==> src/sv/binary_to_decimal_ascii_core_defines.svh <==
// Assertion macros for the binary to decimal ASCII converter.
`ifndef BINARY_TO_DECIMAL_ASCII_CORE_DEFINES_SVH
`define BINARY_TO_DECIMAL_ASCII_CORE_DEFINES_SVH

// Clocked check, masked while reset is asserted.
`define BDA_ASSERT(label, prop, msg) \
  label: assert property (@(posedge clk_i) disable iff (!rst_ni) prop) else $error(msg);

// Clocked check that also holds during reset.
`define BDA_ASSERT_ALWAYS(label, prop, msg) \
  label: assert property (@(posedge clk_i) prop) else $error(msg);

`endif

==> src/sv/bda_pkg.sv <==
// Constants and helper function for the binary to decimal ASCII converter.
package bda_pkg;

  localparam int unsigned ValueWidth = 32;
  localparam int unsigned NumDigits  = 10;
  localparam int unsigned DigitWidth = 4;
  localparam int unsigned BcdWidth   = NumDigits * DigitWidth;
  localparam int unsigned CharWidth  = 6;
  localparam int unsigned CntWidth   = $clog2(NumDigits + 1);
  localparam int unsigned BitCntWidth = $clog2(ValueWidth);

  localparam logic [CharWidth-1:0]  AsciiZero = CharWidth'(48);
  localparam logic [CharWidth-1:0]  AsciiNine = CharWidth'(57);
  localparam logic [DigitWidth-1:0] DigitFive = DigitWidth'(5);
  localparam logic [DigitWidth-1:0] DigitThree = DigitWidth'(3);

  // Add 3 to every BCD digit that is 5 or more, ahead of the next left shift.
  function automatic logic [BcdWidth-1:0] bcd_adjust(input logic [BcdWidth-1:0] bcd);
    logic [BcdWidth-1:0] res;
    res = bcd;
    for (int i = 0; i < NumDigits; i++) begin
      if (bcd[i*DigitWidth +: DigitWidth] >= DigitFive) begin
        res[i*DigitWidth +: DigitWidth] = bcd[i*DigitWidth +: DigitWidth] + DigitThree;
      end
    end
    return res;
  endfunction

endpackage

==> src/sv/binary_to_decimal_ascii_core.sv <==
// Unsigned 32-bit to decimal ASCII converter, top level.
//
// Each accepted 32-bit value is converted by shift-and-add-3 (double dabble):
// one shared adjust-and-shift unit runs once per input bit. A skip phase
// then drops leading zero digits, one per cycle (up to 9), and stops at the
// first digit it keeps. The digits leave most significant first through a
// one-entry output register, one transfer per cycle while out_ready_i stays
// high; the last one has last_digit_o set. Zero gives the single digit '0'.
// in_ready_o is high only between items; the next value may be taken while
// the final digit still waits in the output register.
`include "binary_to_decimal_ascii_core_defines.svh"

module binary_to_decimal_ascii_core
  import bda_pkg::*;
(
  input  logic                  clk_i,
  input  logic                  rst_ni,
  input  logic                  in_valid_i,
  output logic                  in_ready_o,
  input  logic [ValueWidth-1:0] value_i,
  output logic                  out_valid_o,
  input  logic                  out_ready_i,
  output logic [CharWidth-1:0]  digit_char_o,
  output logic                  last_digit_o
);

  localparam logic [1:0] StIdle = 2'd0;
  localparam logic [1:0] StConv = 2'd1;
  localparam logic [1:0] StSkip = 2'd2;
  localparam logic [1:0] StEmit = 2'd3;

  localparam logic [BitCntWidth-1:0] LastBit  = BitCntWidth'(ValueWidth - 1);
  localparam logic [CntWidth-1:0]    AllDigits = CntWidth'(NumDigits);
  localparam logic [CntWidth-1:0]    OneDigit  = CntWidth'(1);

  logic [1:0]             state_q, state_d;
  logic [BitCntWidth-1:0] bit_cnt_q, bit_cnt_d;
  logic [CntWidth-1:0]    cnt_q, cnt_d;
  logic [BcdWidth-1:0]    bcd_q, bcd_d;
  logic [ValueWidth-1:0]  bin_q, bin_d;
  logic                   out_valid_q, out_valid_d;
  logic [CharWidth-1:0]   char_q, char_d;
  logic                   last_q, last_d;

  logic                   in_xfer;
  logic                   out_free;
  logic [DigitWidth-1:0]  top_digit;
  logic [BcdWidth-1:0]    bcd_adj;

  assign in_ready_o   = (state_q == StIdle);
  assign in_xfer      = in_valid_i && in_ready_o;
  assign out_free     = !out_valid_q || out_ready_i;
  assign top_digit    = bcd_q[BcdWidth-1 -: DigitWidth];
  assign bcd_adj      = bcd_adjust(bcd_q);

  assign out_valid_o  = out_valid_q;
  assign digit_char_o = char_q;
  assign last_digit_o = last_q;

  always_comb begin
    state_d     = state_q;
    bit_cnt_d   = bit_cnt_q;
    cnt_d       = cnt_q;
    bcd_d       = bcd_q;
    bin_d       = bin_q;
    out_valid_d = out_valid_q && !out_ready_i;
    char_d      = char_q;
    last_d      = last_q;
    case (state_q)
      StIdle: begin
        if (in_xfer) begin
          bcd_d     = '0;
          bin_d     = value_i;
          bit_cnt_d = LastBit;
          state_d   = StConv;
        end
      end
      StConv: begin
        {bcd_d, bin_d} = {bcd_adj[BcdWidth-2:0], bin_q, 1'b0};
        bit_cnt_d      = bit_cnt_q - BitCntWidth'(1);
        if (bit_cnt_q == '0) begin
          cnt_d   = AllDigits;
          state_d = StSkip;
        end
      end
      StSkip: begin
        // Drop leading zeros, always keeping the units digit.
        if (top_digit == '0 && cnt_q != OneDigit) begin
          bcd_d = {bcd_q[BcdWidth-DigitWidth-1:0], {DigitWidth{1'b0}}};
          cnt_d = cnt_q - OneDigit;
        end else begin
          state_d = StEmit;
        end
      end
      StEmit: begin
        if (out_free) begin
          out_valid_d = 1'b1;
          char_d      = AsciiZero + CharWidth'(top_digit);
          last_d      = (cnt_q == OneDigit);
          bcd_d       = {bcd_q[BcdWidth-DigitWidth-1:0], {DigitWidth{1'b0}}};
          cnt_d       = cnt_q - OneDigit;
          if (cnt_q == OneDigit) begin
            state_d = StIdle;
          end
        end
      end
      default: begin
        state_d = StIdle;
      end
    endcase
  end

  always_ff @(posedge clk_i or negedge rst_ni) begin
    if (!rst_ni) begin
      state_q     <= StIdle;
      bit_cnt_q   <= '0;
      cnt_q       <= '0;
      out_valid_q <= 1'b0;
    end else begin
      state_q     <= state_d;
      bit_cnt_q   <= bit_cnt_d;
      cnt_q       <= cnt_d;
      out_valid_q <= out_valid_d;
    end
  end

  always_ff @(posedge clk_i) begin
    bcd_q  <= bcd_d;
    bin_q  <= bin_d;
    char_q <= char_d;
    last_q <= last_d;
  end

  `BDA_ASSERT(a_start_conv,
    in_xfer |=> (state_q == StConv && bit_cnt_q == LastBit),
    "transfer in did not start a 32-step conversion")
  `BDA_ASSERT(a_emit_cnt,
    (state_q == StEmit || state_q == StSkip) |-> (cnt_q != '0),
    "digit count ran out while digits remain")
  `BDA_ASSERT(a_char_range,
    out_valid_o |-> (digit_char_o >= AsciiZero && digit_char_o <= AsciiNine),
    "output character is not a decimal digit")
  `BDA_ASSERT_ALWAYS(a_reset_idle,
    !rst_ni |-> (state_q == StIdle && !out_valid_o),
    "block not idle in reset")

endmodule

==> config.mk <==
export PLATFORM = sky130hd
export DESIGN_NAME = binary_to_decimal_ascii_core
export DESIGN_NICKNAME = d
export VERILOG_FILES = /design/src/sv/bda_pkg.sv /design/src/sv/binary_to_decimal_ascii_core.sv
export VERILOG_INCLUDE_DIRS = /design/src /design/src/sv
export SDC_FILE = /design/constraint.sdc
export NUM_CORES = 1
export LEC_CHECK = 0
export BUFFER_PORTS_ARGS = -buffer_cell sky130_fd_sc_hd__buf_2
export CELL_PAD_IN_SITES_DETAIL_PLACEMENT = 0
export CELL_PAD_IN_SITES_GLOBAL_PLACEMENT = 1
export CORE_ASPECT_RATIO = 0.6
export CORE_MARGIN = 4
export CORE_UTILIZATION = 40
export CTS_CLUSTER_SIZE = 8
export DETAILED_ROUTE_END_ITERATION = 8
export PLACE_DENSITY_LB_ADDON = 0.08
export SLEW_MARGIN = 20
export SYNTH_ARGS = -nofsm -noshare
export SYNTH_HDL_FRONTEND = slang
export SYNTH_SLANG_ARGS = --single-unit
==> constraint.sdc <==
create_clock -name clk_i -period 5.7 [get_ports clk_i]
set_input_delay 1.14 -clock clk_i [delete_from_list [all_inputs] [get_ports clk_i]]
set_output_delay 1.14 -clock clk_i [all_outputs]
set_load 0.1 [all_outputs]
[Yosys cells after proc, flatten, opt, wreduce, memory -nomap -nowiden]
Cells that the tools add are included.
Storage, ports and cells
  bits of input ports: 36
  register bits after elaboration: 91
  output and inout bits: 9
  word-level logic and storage cells: 88
Operators by class
  reductions and logical operators: 16
  magnitude comparators: 10
  add/sub/neg operators: 13
  equality and inequality tests: 11
  mux-type cells: 30
Operators by type and width (count)
  one-hot mux 40 bit (4 select lines): 1
  2-to-1 mux 40 bit: 3
  one-hot mux 32 bit (2 select lines): 1
  2-to-1 mux 4 bit: 12
  >= comparator 4 x 3 -> 1 bit (second input constant): 10
  adder 4 x 2 -> 4 bit (second input constant): 9
  2-to-1 mux 32 bit: 1
  one-hot mux 4 bit (3 select lines): 1
  2-to-1 mux 2 bit: 5
  inequality test 2 bit (second input constant): 5
  one-hot mux 5 bit (2 select lines): 1
  one-hot mux 2 bit (4 select lines): 1
  adder 5 x 5 -> 6 bit (first input constant): 1
  logical NOT 5 bit: 1
  2-to-1 mux 5 bit: 1
  AND reduction 5 bit: 1
  subtractor 5 x 1 -> 5 bit (second input constant): 1
  equality test 2 bit (second input constant): 2
  equality test 4 x 1 -> 1 bit (second input constant): 1
  logical NOT 4 bit: 1
  inequality test 4 x 1 -> 1 bit (second input constant): 1
  AND reduction 2 bit: 2
  AND reduction 4 bit: 1
  subtractor 4 x 1 -> 4 bit (second input constant): 1
  12 further kinds: 16

[Depth between registers and ports, before layout]
Gate-level depths: netlist of run 1.
  depth in word-level cells: 4
  depth in mapped cells: 9
  mapped depth without buffers: 7

[Least setup slack after synthesis of run 1]
Ideal clock, no wire load.
  kind: flip-flop to flip-flop
  from: register state_q[0]
  to: register bcd_q[0], enable pin
  arrival time: 2.485 ns
  path slack: 2.813 ns
  buffers on the path: 1
  setup time: 0.401 ns
  period minus slack after synthesis: 2.887 ns
  cell stages (with the launch flop): 6
  required time: 5.299 ns
  cells stage by stage: dfrtp_1 -> inv_1 -> ha_1 -> clkbuf_1 -> nand2b_1 -> and3_1
On the way
  word-level cells in the longest chain between the ends: 4
  elaborated cells between the ends (all ways): 8
  those cells by class: eq/ne (5); reduce/logical (3)
RTL lines
  start, declared: RTL line binary_to_decimal_ascii_core.sv:36  | logic [1:0] state_q, state_d;
  start signal, assigned: RTL line binary_to_decimal_ascii_core.sv:115  | state_q <= StIdle;
  start signal, assigned: RTL line binary_to_decimal_ascii_core.sv:120  | state_q <= state_d;
  logical NOT 2 bit (*): RTL line binary_to_decimal_ascii_core.sv:50  | assign in_ready_o = (state_q == StIdle);
  named net in_ready_o: RTL line binary_to_decimal_ascii_core.sv:19  | output logic in_ready_o,
  logical AND 1 bit: RTL line binary_to_decimal_ascii_core.sv:51  | assign in_xfer = in_valid_i && in_ready_o;
  inequality test 2 x 1 -> 1 bit (no source line) (*)
  AND reduction 3 bit (no source line) (*)
  end signal, assigned: RTL line binary_to_decimal_ascii_core.sv:128  | bcd_q <= bcd_d;
  end, declared: RTL line binary_to_decimal_ascii_core.sv:39  | logic [BcdWidth-1:0] bcd_q, bcd_d;
The timed path passes the listed nets; every way through them passes the cells marked *.
A chain may end at the register's enable or synchronous reset.

[Final worst setup path of run 1]
  from: register state_q[0]
  to: output in_ready_o
On the way
  word-level cells in the longest chain between the ends: 1
RTL lines (RTL line)
  logical NOT 2 bit: binary_to_decimal_ascii_core.sv:50
  end, declared: binary_to_decimal_ascii_core.sv:19
Every way passes these cells.

==> flow_summary_export.csv, run 1 <==
group,metric,value,unit
outcome,status,"completed",
synth,synth_top_area_cell,"edfxtp_1",
synth,synthArstFlopShare,13.5,%
synth,synth.most_common_cell,"edfxtp_1",
worst_setup_path,critPathBufInv,2,
clock_network,cts.sinks,89,
clock_network,cts_root_buf,"clkbuf_16",
timing,fmax,346,MHz
timing,drv_slew,0,
drt,firstDrtPassIters,4,
final_layout,areaGrowthSynthToFinish,14.7,%
floorplanning,die_w,150,um
clock_network,clkLatencyLatePin,0.34,ns
synth,synth_top_area_share,47.7,%
pwr,power.density,662,nW/um2
worst_setup_path,reg2reg_depth,9,
timing,post-route-period-util,50.7,%
synth,yosys_warnings,0,
timing,skew,0.00502,ns
clock_network,path_clk_slew,0.06,ns
floorplanning,io_pins,45,
placement,place.gp.congestion,0.785,
worst_setup_path,reg2reg_from,"state_q[1]",
timing,rsz0062_at_grt,"false",
global_route,grt_first_pass_wirelength,15.6,mm
worst_setup_path,crit_path_end_kind,"output pin",
worst_setup_path,reg2reg_to,"bit_cnt_q[4]",
worst_setup_path,path_depth,3,
timing,tns,0,ns
min_path,holdCritPathClass,"reg -> reg",
global_route,antenna_found_initial,0,
pwr,p_leak,2.14,nW
synth,netlist_instances,404,
drt,vias,3134,
placement,pre_cts_slack,2.82,ns
global_route,grt_pass1_vias,2993,
worst_setup_path,crit_type,"reg -> out",
worst_setup_path,critPathTopFamily,"buffers and inverters",
timing,worst_slack,2.81,ns
final_layout,drive_gt1_share,23.7,%
synth,yosysSeqAreaShare,53.9,%
floorplanning,die_area,14000,um2
timing,hold_viol_final,0,
final_layout,layout.nets,513,
floorplanning,die_h,93.3,um
clock_network,htreeDepth,3,
worst_setup_path,cp_max_fo,9,
global_route,track_usage,14.2,%
placement,place_hpwl,6.37,mm
run,max-cap-violations,0,
timing,slew_headroom,41.3,%
worst_setup_path,critPathCapture,"in_ready_o",
worst_setup_path,crit_start,"state_q[0]",
drt,antenna_left,0,
timing,layout_min_cycle_time,2.89,ns
worst_setup_path,slowest_delay,0.50,ns
clock_network,cts_setup_buffers,0,
drt,drc_errors,0,
pwr,max-vdd-ir-drop,0.000283,V
worst_setup_path,crit_path_top_delay_cell,"buf_2",
drt,drt_iter0_markers,193,
final_layout,fillers,1078,
synth,syn_area,4850,um2
worst_setup_path,cp.arrival,1.75,ns
drt,vias_per_cell,5.12,
timing,tightest_slew,0.869,ns
worst_setup_path,start_kind,"flip-flop",
worst_setup_path,crit_chain,"inv_1 -> ha_1 -> buf_2",
synth,synth_area_leaders,"edfxtp_1, mux2_2, ha_1",
drt,wl_per_cell,15.2,um
timing,setup_viol,0,
global_route,grt_max_degree,45,
synth,ys_types,46,
placement,io_buffers,42,
drt,routed_wirelength,9.33,mm
min_path,min_path_cells,0,
synth,yosys-top-cells-count,"edfxtp_1, mux2_2, inv_1",
clock_network,tritoncts,"yes",
floorplanning,start_util,41.9,%
synth,ys_seq_elements,89,
clock_network,hold_buffers,0,
worst_setup_path,required,4.56,ns
synth,ys.flop_type,"edfxtp_1",
clock_network,cts.repair.resized,0,
global_route,overflow,0,
synth,synth-edff-count,77,
floorplanning,core_area,11600,um2
floorplanning,row_count,30,
clock_network,cts-buffers-inserted,9,
synth,avgSynthCellArea,12.0,um2
worst_setup_path,r2r_slack,2.86,ns
clock_network,clk_path_buf_depth,2,
final_layout,diodes,0,
-- cells in the final DEF, fill, tap and decap left out, drive strengths merged, types with 2 or more instances in the layout --
master,synthesis,layout
xnor2,10,10
mux2,39,39
a211oi,2,2
o41ai,3,3
nor3,3,3
a22o,5,5
a21oi,28,28
a41oi,5,5
buf,4,47
inv,35,36
o31ai,2,2
a31oi,3,3
mux2i,3,3
ha,29,29
nand3,5,5
o32ai,5,5
and2,3,3
dfrtp,12,12
nand2b,14,14
o22ai,15,15
nand2,19,19
bufinv,0,3
nor2,12,12
edfxtp,77,77
nor3b,10,10
xor2,2,2
or2,2,2
and3,5,5
o21ai,25,25
clkbuf,11,10
nor2b,3,3
conb,1,2
-- state kept, by name, summed over array words and instances, names as in the netlist --
signal        cells
last_digit_o      1
bcd_q            40
cnt_q             4
state_q           2
bin_q            32
digit_char_o      4
bit_cnt_q         5
out_valid_o       1
-- per-layer routing --
layer  vias to the layer above  share of wire [%]  GRT usage (%)
met5                         -                  0              0
met4                         0                1.0           3.65
met3                         9                5.0           4.12
met2                        64                 40           18.6
met1                      1471                 54           22.5
li1                       1590                  -              -
-- how the worst min path moves through the flow --
stage | end | from | slack (ns)
global placement | digit_char_o[1] | bcd_q[37] | 0.44
finish | digit_char_o[1] | bcd_q[37] | 0.45
detailed placement | digit_char_o[1] | bcd_q[37] | 0.43
CTS | digit_char_o[1] | bcd_q[37] | 0.45
global route | digit_char_o[1] | bcd_q[37] | 0.46
floorplan | digit_char_o[1] | bcd_q[37] | 0.43
-- worst reg2reg max path, stage by stage, from the launching register on --
cell	delay, ns
dfrtp_1	0.42
inv_1	0.12
ha_2	0.17
buf_4	0.44
nor2b_1	0.64
a21oi_1	0.13
inv_1	0.08
buf_4	0.39
nand3_1	0.15
a22o_1	0.20
-- power breakdown --
part | internal [mW] | switching [mW]
Combinational | 0.619 | 1.01
Sequential | 1.18 | 0.205
Clock | 0.427 | 0.242
-- logic make-up (layout without fill, tap and decap cells) --
kind of cell	after synthesis	count (layout)	synth area share [%]
AO/OA/AOI/OAI	101	101	13.4
XOR/XNOR	12	12	2.17
adder cells (fa/ha/maj)	29	29	7.48
buffers and inverters	50	97	4.23
flip-flops	89	89	53.9
multiplexers	42	42	9.68
other	1	2	0.0773
AND/OR/NAND/NOR	80	80	9.03
-- through the flow --
stage	hold WS [ns]	instance area (um2)	util, %	instances	power [mW]
after floorplan	0.426	4850	-	405	2.64
after global placement	0.439	5230	45.2	597	3.02
after detailed placement	0.434	5230	45.2	597	3.04
after CTS	0.450	5560	48.1	612	3.72
after global routing	0.456	5560	48.1	612	3.99
final	0.447	5560	48.1	612	3.68
-- area by class of cell --
class	instances	area, um2	share of cell area (%)
multi-input combinational	266	2040	36.6
clock buffer	10	229	4.12
clock inverter	5	104	1.87
sequential	89	2610	47.0
inverter	35	131	2.36
tap	160	200	3.60
timing repair buffer	47	248	4.45
Power figures use the tool's default switching activity.
==> run 2, diff against run 1 <==
- ABC_AREA: not set -> 1
- clock period: 5.7 -> 2.6 ns (I/O delays scaled with it)
==> run 2 against run 1 <==
- combinational power increased by 110%
- power rose by 110%
- cell area is 1.4% higher
- critical path depth did not move
- wire length increased by 9.5%
- critical path type unchanged
- largest cell class unchanged
- highest routed layer unchanged
==> flow_summary_export.csv, run 2 <==
group,metric,value,unit
outcome,status,"completed",
clock_network,cts_root_buf,"clkbuf_16",
drt,antenna_left,0,
final_layout,fillers,1117,
floorplanning,start_util,42.1,%
clock_network,cts.sinks,89,
pwr,p_leak,2.52,nW
global_route,met2_usage,20.3,%
timing,drv_slew,0,
timing,setup_viol,0,
synth,netlist_instances,557,
pwr,p_sw,3.37,mW
worst_setup_path,reg2reg_from,"state_q[0]",
final_layout,largest-register,"bcd_q",
floorplanning,die_area,14100,um2
worst_setup_path,reg2reg_depth,7,
clock_network,clk_path_buf_depth,2,
worst_setup_path,crit_path_end_kind,"output pin",
clock_network,htreeDepth,3,
global_route,grt_max_degree,41,
final_layout,layout.nets,667,
drt,firstDrtPassIters,5,
timing,fmax,460,MHz
synth,avgSynthCellArea,8.80,um2
global_route,met1_usage,23.9,%
clock_network,cts-buffers-inserted,9,
synth,synthArstFlopShare,13.5,%
floorplanning,io_pins,45,
min_path,holdCritPathClass,"in -> async",
worst_setup_path,crit_type,"reg -> out",
worst_setup_path,crit_path_top_delay_cell,"buf_2",
clock_network,path_clk_slew,0.06,ns
run,max-cap-violations,0,
pwr,power.internal,4.45,mW
placement,io_buffers,42,
pwr,power.density,1390,nW/um2
timing,skew,0.00428,ns
worst_setup_path,cp.arrival,1.65,ns
synth,ys_types,30,
clock_network,hold_buffers,0,
synth,yosysSeqAreaShare,53.3,%
worst_setup_path,required,2.08,ns
synth,synth-edff-count,77,
drt,drc_errors,0,
worst_setup_path,crit_chain,"inv_1 -> ha_2 -> buf_2",
final_layout,largest_reg_flops,40,
floorplanning,core_area,11600,um2
worst_setup_path,slowest_delay,0.47,ns
worst_setup_path,r2r_slack,0.68,ns
clock_network,clkLatencyLatePin,0.34,ns
pwr,max-vdd-ir-drop,0.000450,V
global_route,grt_first_pass_wirelength,17.2,mm
synth,syn_area,4900,um2
drt,wl_per_cell,13.3,um
drt,vias_per_cell,4.88,
timing,post-route-period-util,83.6,%
worst_setup_path,cp_max_fo,8,
global_route,overflow,0,
timing,tns,0,ns
global_route,grt-busiest-layer,"met1",
synth,yosys-top-cells-count,"nand2_1, edfxtp_1, inv_1",
final_layout,mostFrequentLayoutCells,"nand2_1, edfxtp_1, inv_1",
global_route,antenna_found_initial,0,
synth,yosys_warnings,0,
final_layout,drive_gt1_share,12.4,%
synth,synth_area_leaders,"edfxtp_1, nand2_1, ha_1",
drt,vias,3745,
pwr,clkPwrFrac,17.8,%
global_route,grtUsageMet3,4.24,%
final_layout,final_util,48.5,%
final_layout,final_common_cell,"nand2_1",
synth,synth.most_common_cell,"nand2_1",
timing,layout_min_cycle_time,2.17,ns
floorplanning,row_count,30,
final_layout,reg_top3,"bcd_q x40, bin_q x32, bit_cnt_q x5",
synth,synth_top_area_cell,"edfxtp_1",
global_route,grt_pass1_vias,3504,
pwr,sw_frac_of_total,43.1,%
drt,drt_iter0_markers,200,
floorplanning,die_w,151,um
timing,tightest_slew,0.640,ns
synth,ys_seq_elements,89,
placement,place.gp.congestion,0.766,
global_route,track_usage,15.3,%
timing,hold_viol_final,0,
worst_setup_path,start_kind,"flip-flop",
clock_network,cts.repair.resized,0,
clock_network,tritoncts,"yes",
final_layout,areaGrowthSynthToFinish,15.1,%
timing,slew_headroom,57.3,%
timing,rsz0062_at_grt,"false",
drt,routed_wirelength,10.2,mm
synth,synth_top_area_share,47.2,%
clock_network,cts_setup_buffers,0,
worst_setup_path,reg2reg_to,"bcd_q[19]",
final_layout,diodes,0,
placement,place_hpwl,7.19,mm
pwr,power_frac_seq,38.5,%
pwr,power_frac_comb,43.8,%
floorplanning,die_h,93.7,um
synth,ys.flop_type,"edfxtp_1",
run 2: changes by cell type in the layout (fill, tap and decap cells not counted), moves of 14 or more:
cell      before  now
nand2_1       19  203
mux2_2        39    0
nand2b_1      14    0
inv_1         35   61
o21ai_1        0   19
nand3_1        5   39
run 2: worst max-delay path: cells and delay by family (launching register included):
kind / cells / cell delay, ns
adders and majority gates: 1 / 0.31
DFF: 1 / 0.41
buffers and inverters: 2 / 0.59
run 2: worst max path at each step:
stage / from / to / slack (ns) / cells past startpoint
after floorplan: state_q[0] / bit_cnt_q[4] / 0.19 / 7
after global placement: state_q[0] / bcd_q[15] / 0.69 / 6
after detailed placement: state_q[1] / bcd_q[12] / 0.64 / 7
after CTS: state_q[1] / in_ready_o / 0.39 / 3
after global routing: state_q[1] / in_ready_o / 0.35 / 3
final: state_q[1] / in_ready_o / 0.43 / 3
run 2: metal layers:
metal  vias to the layer above  routed length [um]
met5                         -                   0
met4                         0                  92
met3                         9                 547
met2                        86                4010
met1                      1714                5560
li1                       1936                   -
run 2: power groups by stage:
stage	Clock [mW]	Sequential (mW)	Combinational (mW)
3_5_place_dp	0	3.03	3.46
6_report	1.39	3.01	3.43
4_1_cts	1.43	3.01	3.48
5_1_grt	1.49	3.10	3.96
2_1_floorplan	0	3.09	2.44
3_3_place_gp	0	3.03	3.41
run 2: cell families (layout without fill, tap and decap cells):
group	count (synthesis)	in the layout	synth area share, %
adders and majority gates	29	29	7.41
buffers and inverters	80	129	6.43
AOI/OAI and AO/OA	73	73	8.12
and+or+nand+nor	277	277	23.2
DFF	89	89	53.3
other	1	2	0.0765
xor gates and xnor gates	8	8	1.43
run 2: cell type report:
| class | count | area, um2 | share of cell area, % |
|---|---|---|---|
| clock buffer | 9 | 225 | 3.99 |
| clock inverter | 7 | 93.8 | 1.66 |
| inverter | 66 | 248 | 4.39 |
| multi-input combinational | 389 | 1990 | 35.3 |
| sequential | 89 | 2610 | 46.3 |
| tap | 160 | 200 | 3.55 |
| timing repair buffer | 47 | 273 | 4.83 |
run 2: per-stage QoR:
step	instances	setup slack, ns	cell area [um2]	total power [mW]	hold slack [ns]
6_report	767	0.426	5640	7.82	0.0607
4_1_cts	767	0.392	5640	7.91	0.0544
5_1_grt	767	0.349	5640	8.55	0.0680
3_5_place_dp	751	0.638	5320	6.49	0.423
2_1_floorplan	558	0.195	4920	5.53	0.224
3_3_place_gp	751	0.694	5320	6.44	0.421
